File: src/rtl/bcsp_pkg.sv
// Shared types and codes for the beacon channel scan parser.
// No dependencies; imported by beacon_channel_scan_parser_core.
`default_nettype none

package bcsp_pkg;

  // Input word kinds (in_tuser)
  localparam logic [1:0] CMD_BYTE    = 2'd0;
  localparam logic [1:0] CMD_TIMEOUT = 2'd1;
  localparam logic [1:0] CMD_START   = 2'd2;

  // Result kinds (out_tuser)
  localparam logic KIND_SSID    = 1'b0;
  localparam logic KIND_VERDICT = 1'b1;

  // Verdict codes
  localparam logic [1:0] VERDICT_INACTIVE = 2'd0;
  localparam logic [1:0] VERDICT_PRIMARY  = 2'd1;
  localparam logic [1:0] VERDICT_USED_BY  = 2'd2;
  localparam logic [1:0] VERDICT_UNKNOWN  = 2'd3;

  // Register indexes on the config port
  localparam logic [1:0] REG_SCAN_CHANNEL    = 2'd0;
  localparam logic [1:0] REG_NONBEACON_LIMIT = 2'd1;
  localparam logic [1:0] REG_ELEMENT_START   = 2'd2;

  // Element tags of interest
  localparam logic [7:0] TAG_SSID = 8'd0;
  localparam logic [7:0] TAG_DS   = 8'd3;

  // Frame control byte: type bits [3:2] = 0, subtype bits [7:4] = 8
  localparam logic [7:0] FC_MASK   = 8'hfc;
  localparam logic [7:0] FC_BEACON = 8'h80;

  localparam logic [7:0] FRAME_COUNT_MAX = 8'hff;

  // Reset values of the registers
  localparam logic [3:0] RST_SCAN_CHANNEL    = 4'd1;
  localparam logic [7:0] RST_NONBEACON_LIMIT = 8'd25;
  localparam logic [7:0] RST_ELEMENT_START   = 8'd36;

  // One result word as held in the output queue
  typedef struct packed {
    logic       kind;
    logic [7:0] ssid_char;
    logic [1:0] verdict;
    logic [7:0] beacon_channel;
    logic       channel_found;
    logic       last;
  } out_word_t;

endpackage

`default_nettype wire

File: src/rtl/beacon_channel_scan_parser_core.sv
// Beacon channel scan parser: frame byte walker, verdict logic, result queue.
// Depends on bcsp_pkg.
`default_nettype none

// Usage
//   in_*  : one word per frame byte, listen timeout or start-of-scan command.
//           in_tuser = cmd, in_tdata = received byte, in_tlast = last byte
//           of the frame.
//   out_* : SSID bytes (out_tuser = 0) and scan verdicts (out_tuser = 1).
//           out_tlast marks the last result caused by one input word.
//   cfg_* : register writes, only while the block is idle.
// Timing
//   Each input word is fully handled in the cycle it is accepted; its
//   results are registered into a 4-entry output queue that drives out_*.
//   One input word per cycle is sustained while in_tready is high; a
//   frame-end byte can produce two results (SSID byte plus verdict),
//   which the queue absorbs and drains one per cycle while out_tready is high.
//   in_tready drops while fewer than two queue slots are free, so a stalled
//   receiver backs up to the input once three results are queued.
// Reset
//   rst_n low clears parse state, frame count, scan-done flag and the
//   queue, and loads registers with channel 1, limit 25, elements at 36.
//   After a verdict nothing more is reported until a start command.
module beacon_channel_scan_parser_core
  import bcsp_pkg::*;
#(
  parameter int MAX_FRAME_BYTES = 4096,
  parameter int SSID_MAX        = 32
) (
  input  wire logic        clk,
  input  wire logic        rst_n,
  // in_tdata : [7:0] data_byte
  input  wire logic [7:0]  in_tdata,
  // in_tuser : [1:0] cmd
  input  wire logic [1:0]  in_tuser,
  input  wire logic        in_tlast,
  input  wire logic        in_tvalid,
  output logic             in_tready,
  // out_tdata : [7:0] ssid_char, [9:8] verdict, [17:10] beacon_channel,
  //             [18] channel_found, [23:19] zero
  output logic [23:0]      out_tdata,
  // out_tuser : [0] kind
  output logic             out_tuser,
  output logic             out_tlast,
  output logic             out_tvalid,
  input  wire logic        out_tready,
  input  wire logic        cfg_we,
  input  wire logic [1:0]  cfg_index,
  input  wire logic [7:0]  cfg_wdata
);

  localparam int PosW   = $clog2(MAX_FRAME_BYTES + 1);
  localparam int CmpW   = (PosW > 8) ? PosW : 8;
  localparam int SsidW  = $clog2(SSID_MAX + 1);
  localparam int QDepth = 4;
  localparam int QPtrW  = 2;
  localparam int QCntW  = 3;

  typedef enum logic [1:0] {
    PH_TAG  = 2'd0,
    PH_LEN  = 2'd1,
    PH_BODY = 2'd2
  } phase_t;

  // Config registers
  logic [3:0] scan_channel_r;
  logic [7:0] nonbeacon_limit_r;
  logic [7:0] element_start_r;

  // Parse state
  logic [PosW-1:0]  byte_pos_r,    byte_pos_nxt;
  logic             beacon_r,      beacon_nxt;
  phase_t           phase_r,       phase_nxt;
  logic [7:0]       tag_r,         tag_nxt;
  logic [7:0]       remain_r,      remain_nxt;
  logic [SsidW-1:0] ssid_cnt_r,    ssid_cnt_nxt;
  logic             ssid_ended_r,  ssid_ended_nxt;
  logic [7:0]       found_ch_r,    found_ch_nxt;
  logic             found_r,       found_nxt;
  logic [7:0]       frame_cnt_r,   frame_cnt_nxt;
  logic             scan_done_r,   scan_done_nxt;

  // Output queue
  out_word_t        q_mem_r [QDepth];
  logic [QPtrW-1:0] q_wp_r, q_rp_r;
  logic [QCntW-1:0] q_cnt_r;

  logic       in_fire, out_fire;
  logic       ssid_emit, verdict_emit;
  logic [1:0] verdict_code;
  logic [7:0] verdict_ch;
  logic       verdict_found;
  logic [7:0] remain_dec;
  logic       walk_en;
  out_word_t  ssid_word, verdict_word, wr0_word;
  logic       wr0, wr1;
  logic [QPtrW-1:0] q_wp1;

  assign in_fire  = in_tvalid && in_tready;
  assign out_fire = out_tvalid && out_tready;
  assign in_tready = (q_cnt_r <= QCntW'(QDepth - 2));

  // Per-word parse step
  always_comb begin
    byte_pos_nxt   = byte_pos_r;
    beacon_nxt     = beacon_r;
    phase_nxt      = phase_r;
    tag_nxt        = tag_r;
    remain_nxt     = remain_r;
    ssid_cnt_nxt   = ssid_cnt_r;
    ssid_ended_nxt = ssid_ended_r;
    found_ch_nxt   = found_ch_r;
    found_nxt      = found_r;
    frame_cnt_nxt  = frame_cnt_r;
    scan_done_nxt  = scan_done_r;
    ssid_emit      = 1'b0;
    verdict_emit   = 1'b0;
    verdict_code   = VERDICT_INACTIVE;
    verdict_ch     = 8'd0;
    verdict_found  = 1'b0;
    remain_dec     = remain_r - 8'd1;
    walk_en        = 1'b0;

    case (in_tuser)
      CMD_START: begin
        byte_pos_nxt   = '0;
        beacon_nxt     = 1'b0;
        phase_nxt      = PH_TAG;
        tag_nxt        = 8'd0;
        remain_nxt     = 8'd0;
        ssid_cnt_nxt   = '0;
        ssid_ended_nxt = 1'b0;
        found_ch_nxt   = 8'd0;
        found_nxt      = 1'b0;
        frame_cnt_nxt  = 8'd0;
        scan_done_nxt  = 1'b0;
      end
      CMD_TIMEOUT: begin
        if (!scan_done_r) begin
          byte_pos_nxt   = '0;
          beacon_nxt     = 1'b0;
          phase_nxt      = PH_TAG;
          tag_nxt        = 8'd0;
          remain_nxt     = 8'd0;
          ssid_cnt_nxt   = '0;
          ssid_ended_nxt = 1'b0;
          found_ch_nxt   = 8'd0;
          found_nxt      = 1'b0;
          scan_done_nxt  = 1'b1;
          verdict_emit   = 1'b1;
          verdict_code   = VERDICT_INACTIVE;
        end
      end
      CMD_BYTE: begin
        if (!scan_done_r) begin
          if (byte_pos_r < PosW'(MAX_FRAME_BYTES)) begin
            if (byte_pos_r == '0)
              beacon_nxt = ((in_tdata & FC_MASK) == FC_BEACON);
            walk_en = beacon_nxt && !found_r &&
                      (CmpW'(byte_pos_r) >= CmpW'(element_start_r));
            byte_pos_nxt = byte_pos_r + PosW'(1);
          end

          if (walk_en) begin
            case (phase_r)
              PH_TAG: begin
                tag_nxt   = in_tdata;
                phase_nxt = PH_LEN;
              end
              PH_LEN: begin
                remain_nxt = in_tdata;
                phase_nxt  = (in_tdata == 8'd0) ? PH_TAG : PH_BODY;
              end
              default: begin
                if (tag_r == TAG_SSID) begin
                  if (!ssid_ended_r) begin
                    if (in_tdata == 8'd0) begin
                      ssid_ended_nxt = 1'b1;
                    end else if (ssid_cnt_r < SsidW'(SSID_MAX)) begin
                      ssid_emit    = 1'b1;
                      ssid_cnt_nxt = ssid_cnt_r + SsidW'(1);
                    end
                  end
                end else if (tag_r == TAG_DS) begin
                  found_ch_nxt = in_tdata;
                  found_nxt    = 1'b1;
                end
                remain_nxt = remain_dec;
                if (remain_dec == 8'd0) begin
                  if (tag_r == TAG_SSID)
                    ssid_ended_nxt = 1'b1;
                  phase_nxt = PH_TAG;
                end
              end
            endcase
          end

          if (in_tlast) begin
            if (beacon_nxt) begin
              verdict_emit  = 1'b1;
              verdict_code  = (found_nxt && (found_ch_nxt == {4'd0, scan_channel_r})) ?
                              VERDICT_PRIMARY : VERDICT_USED_BY;
              verdict_ch    = found_nxt ? found_ch_nxt : 8'd0;
              verdict_found = found_nxt;
              scan_done_nxt = 1'b1;
            end else begin
              if (frame_cnt_r < FRAME_COUNT_MAX)
                frame_cnt_nxt = frame_cnt_r + 8'd1;
              if (frame_cnt_nxt > nonbeacon_limit_r) begin
                verdict_emit  = 1'b1;
                verdict_code  = VERDICT_UNKNOWN;
                scan_done_nxt = 1'b1;
              end
            end
            byte_pos_nxt   = '0;
            beacon_nxt     = 1'b0;
            phase_nxt      = PH_TAG;
            tag_nxt        = 8'd0;
            remain_nxt     = 8'd0;
            ssid_cnt_nxt   = '0;
            ssid_ended_nxt = 1'b0;
            found_ch_nxt   = 8'd0;
            found_nxt      = 1'b0;
          end
        end
      end
      default: ;  // unused command: no effect
    endcase
  end

  // Result words; the later one carries last
  always_comb begin
    ssid_word.kind           = KIND_SSID;
    ssid_word.ssid_char      = in_tdata;
    ssid_word.verdict        = VERDICT_INACTIVE;
    ssid_word.beacon_channel = 8'd0;
    ssid_word.channel_found  = 1'b0;
    ssid_word.last           = !verdict_emit;

    verdict_word.kind           = KIND_VERDICT;
    verdict_word.ssid_char      = 8'd0;
    verdict_word.verdict        = verdict_code;
    verdict_word.beacon_channel = verdict_ch;
    verdict_word.channel_found  = verdict_found;
    verdict_word.last           = 1'b1;
  end

  assign wr0      = in_fire && (ssid_emit || verdict_emit);
  assign wr1      = in_fire && ssid_emit && verdict_emit;
  assign wr0_word = ssid_emit ? ssid_word : verdict_word;
  assign q_wp1    = q_wp_r + QPtrW'(1);

  always_ff @(posedge clk) begin
    if (!rst_n) begin
      scan_channel_r    <= RST_SCAN_CHANNEL;
      nonbeacon_limit_r <= RST_NONBEACON_LIMIT;
      element_start_r   <= RST_ELEMENT_START;
    end else if (cfg_we) begin
      case (cfg_index)
        REG_SCAN_CHANNEL:    scan_channel_r    <= cfg_wdata[3:0];
        REG_NONBEACON_LIMIT: nonbeacon_limit_r <= cfg_wdata;
        REG_ELEMENT_START:   element_start_r   <= cfg_wdata;
        default: ;
      endcase
    end
  end

  always_ff @(posedge clk) begin
    if (!rst_n) begin
      byte_pos_r   <= '0;
      beacon_r     <= 1'b0;
      phase_r      <= PH_TAG;
      tag_r        <= 8'd0;
      remain_r     <= 8'd0;
      ssid_cnt_r   <= '0;
      ssid_ended_r <= 1'b0;
      found_ch_r   <= 8'd0;
      found_r      <= 1'b0;
      frame_cnt_r  <= 8'd0;
      scan_done_r  <= 1'b0;
    end else if (in_fire) begin
      byte_pos_r   <= byte_pos_nxt;
      beacon_r     <= beacon_nxt;
      phase_r      <= phase_nxt;
      tag_r        <= tag_nxt;
      remain_r     <= remain_nxt;
      ssid_cnt_r   <= ssid_cnt_nxt;
      ssid_ended_r <= ssid_ended_nxt;
      found_ch_r   <= found_ch_nxt;
      found_r      <= found_nxt;
      frame_cnt_r  <= frame_cnt_nxt;
      scan_done_r  <= scan_done_nxt;
    end
  end

  // Queue pointers and count
  always_ff @(posedge clk) begin
    if (!rst_n) begin
      q_wp_r  <= '0;
      q_rp_r  <= '0;
      q_cnt_r <= '0;
    end else begin
      q_wp_r  <= q_wp_r + QPtrW'({1'b0, wr0} + {1'b0, wr1});
      if (out_fire)
        q_rp_r <= q_rp_r + QPtrW'(1);
      q_cnt_r <= q_cnt_r + QCntW'(wr0) + QCntW'(wr1) - QCntW'(out_fire);
    end
  end

  // Queue storage (payload, no reset)
  always_ff @(posedge clk) begin
    if (wr0)
      q_mem_r[q_wp_r] <= wr0_word;
    if (wr1)
      q_mem_r[q_wp1] <= verdict_word;
  end

  assign out_tvalid = (q_cnt_r != '0);
  assign out_tuser  = q_mem_r[q_rp_r].kind;
  assign out_tlast  = q_mem_r[q_rp_r].last;
  assign out_tdata  = {5'd0,
                       q_mem_r[q_rp_r].channel_found,
                       q_mem_r[q_rp_r].beacon_channel,
                       q_mem_r[q_rp_r].verdict,
                       q_mem_r[q_rp_r].ssid_char};

  // Checks
  a_queue_bound: assert property (@(posedge clk) disable iff (!rst_n)
    q_cnt_r <= QCntW'(QDepth))
    else $error("output queue overflow");

  a_ssid_cap: assert property (@(posedge clk) disable iff (!rst_n)
    ssid_cnt_r <= SsidW'(SSID_MAX))
    else $error("ssid count past cap");

  a_found_in_beacon: assert property (@(posedge clk) disable iff (!rst_n)
    found_r |-> beacon_r)
    else $error("channel captured outside a beacon");

  a_timeout_done: assert property (@(posedge clk) disable iff (!rst_n)
    (in_fire && in_tuser == CMD_TIMEOUT && !scan_done_r) |=> scan_done_r)
    else $error("timeout did not end the scan");

  a_done_quiet: assert property (@(posedge clk) disable iff (!rst_n)
    (in_fire && scan_done_r && in_tuser != CMD_START) |=> $stable(q_wp_r))
    else $error("result after scan done");

endmodule

`default_nettype wire
File: config.mk
export PLATFORM = sky130hd
export DESIGN_NAME = beacon_channel_scan_parser_core
export DESIGN_NICKNAME = d
export VERILOG_FILES = /design/src/rtl/bcsp_pkg.sv /design/src/rtl/beacon_channel_scan_parser_core.sv
export SDC_FILE = /design/constraint.sdc
export NUM_CORES = 1
export LEC_CHECK = 0
export ABC_AREA = 1
export BUFFER_PORTS_ARGS = -buffer_cell sky130_fd_sc_hd__buf_2
export CORE_MARGIN = 2
export CORE_UTILIZATION = 55
export DETAILED_ROUTE_END_ITERATION = 16
export GPL_TIMING_DRIVEN = 0
export PLACE_DENSITY = 0.77
export SYNTH_ARGS = -nofsm -noshare
export SYNTH_HDL_FRONTEND = slang
export SYNTH_SLANG_ARGS = --single-unit
export TNS_END_PERCENT = 10
File: constraint.sdc
create_clock -name clk -period 10.6 [get_ports clk]
set_input_delay 0.53 -clock clk [delete_from_list [all_inputs] [get_ports clk]]
set_output_delay 0.53 -clock clk [all_outputs]
set_load 0.02 [all_outputs]
==> flow_summary.yaml <==
power_and_ir_drop:
  cellInternalPower_w: 0.00129
  peakVddDrop_mv: 0.106
  p_sw_share_pct: 35.2
  power-per-cell-area_nw_per_um2: 203
  pwr-share-comb_pct: 29.1
  switchingPower_w: 0.000699
  p_leak_nw: 4.35
  pwr-share-clk_pct: 31.4
  pwr-share-seq_pct: 39.5
setup_path:
  critPathCaptureType: "register"
  cpMaxStageDelayCell: "nor4_1"
  critPathMaxFanout: 8
  cp.depth: 20
  required_ps: 10900
  worst-path-buf-inv: 2
  startpoint_type: "register"
  crit_family: "simple AND/OR/NAND/NOR gates"
  crit_chain: "ha_1, inv_1, nor4_1, nand3_1, nand3_1, xor2_1, ha_1, nand3_1, o21ai_0, or2_2, nand2_1, nand2_1, nand3_2, nand2_1, ha_1, inv_1, fa_1, fa_1, xor2_1, nor2_1"
  criticalPathCategory: "register to register"
  reg2reg_depth: 20
  arrival_ps: 4860
  max_stage_delay_ps: 410
route:
  via_per_inst: 5.42
  wl_per_cell_um: 15.0
  remaining_drc_errors: 0
  ant_nets: 0
  firstDrtPassIters: 6
  dr_total_vias: 7816
  drt_iter0_markers: 563
  wirelength_mm: 21.6
timing:
  fin_crit_sh_pct: 43.1
  hold_viol_final: 0
  setup_violations: 0
  fin_tns_setup_ps: 0
  fmax_mhz: 219
  timing.slew.headroom_pct: 53.4
  min_period_ps: 4570
  finalHoldWorstSlack_ps: 332
  tightest_slew_ps: 699
  drv_slew: 0
  timing.clock.skew_ps: 8.68
  rsz0062_at_grt: "false"
global_route:
  grt_pass1_vias: 7154
  grt.total_usage_pct: 26.6
  grt.overflow.total: 0
  grt_max_degree: 17
  grt_pass1_wl_mm: 35.0
  antenna_found_initial: 1
die:
  core_sq_um: 15300
  initial_utilization_pct: 56.5
  fp.dieArea_sq_um: 16800
  ios: 54
  fp.dieH_um: 129
  die_x_um: 129
  num_rows: 45
job:
  cap_violations: 0
clock_tree:
  cts_buffer_depth: 2
  cts_resized: 0
  cts_hold_buf: 0
  path_clk_slew_ps: 60
  htreeDepth: 4
  cts_buffers: 17
  cts-root-buf: "clkbuf_16"
  clock_sinks: 170
  postCtsSetupBuffers: 0
  tritoncts: "built"
  clkLatencyLatePin_ps: 440
final_layout:
  instances_no_fill: 1442
  area_growth_pct: 12.8
  fillers: 1366
  drive_gt1_share_pct: 10.9
  final_util_pct: 63.8
  final_cell_mix: "184 x nand2_1, 148 x inv_1, 139 x a21oi_1, 138 x nor2_1, 126 x dfxtp_1"
  final_common_cell: "nand2_1"
  antenna_cells: 0
  final_nets: 1271
  fin_area_sq_um: 9770
worst_hold_path:
  hold_path.class: "primary input to register"
  whs_path_depth: 3
logic_synthesis:
  synthDistinctLibCells: 40
  avgSynthCellArea_sq_um: 7.55
  syn-cell-area_sq_um: 8660
  yosys_warnings: 0
  synth_cells: 1147
  synth-seq-area-share_pct: 44.4
  synth_seq_cells: 170
place:
  dp.cells: 1410
  gp_congestion: 0.884
  io_buffers: 48
  place_area_sq_um: 9180
  dp_hpwl_mm: 15.5
run_status:
  status: "complete, no violations"
[cell type report]
| class | instances | area [sq um] | share of cell area, % |
|---|---|---|---|
| multi-input combinational | 779 | 4040 | 41.4 |
| sequential | 170 | 3840 | 39.4 |
| inverter | 160 | 601 | 6.15 |
| clock buffer | 20 | 479 | 4.91 |
| clock inverter | 12 | 110 | 1.13 |
| buffer | 42 | 189 | 1.93 |
| timing repair buffer | 48 | 240 | 2.46 |
| tap | 211 | 264 | 2.70 |
[per-layer routing]
layer | part of all wire, % | track usage [%] | up-vias
li1 | - | - | 3949
met1 | 45 | 34.9 | 3573
met3 | 5.5 | 4.25 | 40
met4 | 2.1 | 9.30 | 2
met2 | 48 | 44.8 | 252
met5 | 0.060 | 0 | -
[through the flow]
| stage | setup slack (ps) | power (W) |
|---|---|---|
| floorplan | 6660 | 0.00120 |
| global route | 5620 | 0.00209 |
| CTS | 6020 | 0.00198 |
| finish | 6030 | 0.00198 |
| global placement | 6190 | 0.00135 |
| detailed placement | 6040 | 0.00137 |
[kinds of logic after synthesis]
| logic type | synth area share [%] |
|---|---|
| other | 0.0433 |
| adder cells (fa/ha/maj) | 4.16 |
| AND/OR/NAND/NOR | 22.7 |
| AO/OA/AOI/OAI | 18.4 |
| flip-flops | 44.4 |
| buffers and inverters | 9.12 |
| XOR/XNOR | 1.21 |
[worst reg2reg max path: cells and delay by family (launching register included)]
kind | cells | cell delay [ps]
and+or+nand+nor | 10 | 1920
adders and majority gates | 5 | 1550
xor gates and xnor gates | 2 | 400
DFF | 1 | 360
buffers and inverters | 2 | 110
AOI/OAI and AO/OA | 1 | 90
[power by group through the flow]
stage	clock, W	combinational, W	sequential, W
6_report	0.000623	0.000578	0.000783
4_1_cts	0.000626	0.000576	0.000783
3_3_place_gp	0	0.000557	0.000793
2_1_floorplan	0	0.000413	0.000787
3_5_place_dp	0	0.000571	0.000796
5_1_grt	0.000650	0.000644	0.000793
[Yosys cell counts (all sizes together)]
cell type | number | share of area, %
a211oi | 22 | 1.9
a21oi | 139 | 8.0
a31oi | 1 | 0.072
buf | 15 | 1.0
clkbuf | 27 | 1.2
clkinv | 2 | 0.087
conb | 1 | 0.043
dfxtp | 126 | 29
edfxtp | 44 | 15
fa | 3 | 0.69
ha | 24 | 3.5
inv | 158 | 6.8
nand2 | 188 | 8.3
nand3 | 63 | 4.5
nand3b | 3 | 0.26
nand4 | 7 | 0.79
nor2 | 145 | 6.6
nor3 | 19 | 1.4
nor3b | 3 | 0.26
nor4 | 5 | 0.36
o2111ai | 1 | 0.10
o211ai | 7 | 0.61
o21ai | 114 | 6.6
o22ai | 13 | 0.94
o311ai | 1 | 0.10
or2 | 4 | 0.29
xnor2 | 4 | 0.40
xor2 | 8 | 0.81
[worst paths after layout]
path / start / to / slack, ps
max: frame_cnt_r[0]$_SDFFE_PN0P_ / q_cnt_r[2]$_SDFF_PN0_ / 6030
min: cfg_wdata[5] / element_start_r[5]$_SDFFE_PN1P_ / 330
max reg2reg: frame_cnt_r[0]$_SDFFE_PN0P_ / q_cnt_r[2]$_SDFF_PN0_ / 6030
min reg2reg: q_mem_r[2][19]$_SDFFE_PP0N_ / q_mem_r[2][19]$_SDFFE_PP0N_ / 450
[sequential cells by signal, summed over array words and instances (netlist names), 3 cells and up, named ones only]
| signal | count |
|---|---|
| tag_r | 8 |
| ssid_cnt_r | 6 |
| q_mem_r | 84 |
| nonbeacon_limit_r | 8 |
| element_start_r | 8 |
| q_cnt_r | 3 |
| frame_cnt_r | 8 |
| remain_r | 8 |
| found_ch_r | 8 |
| scan_channel_r | 4 |
| byte_pos_r | 13 |
Note: power is estimated with default switching activity, not from simulation.
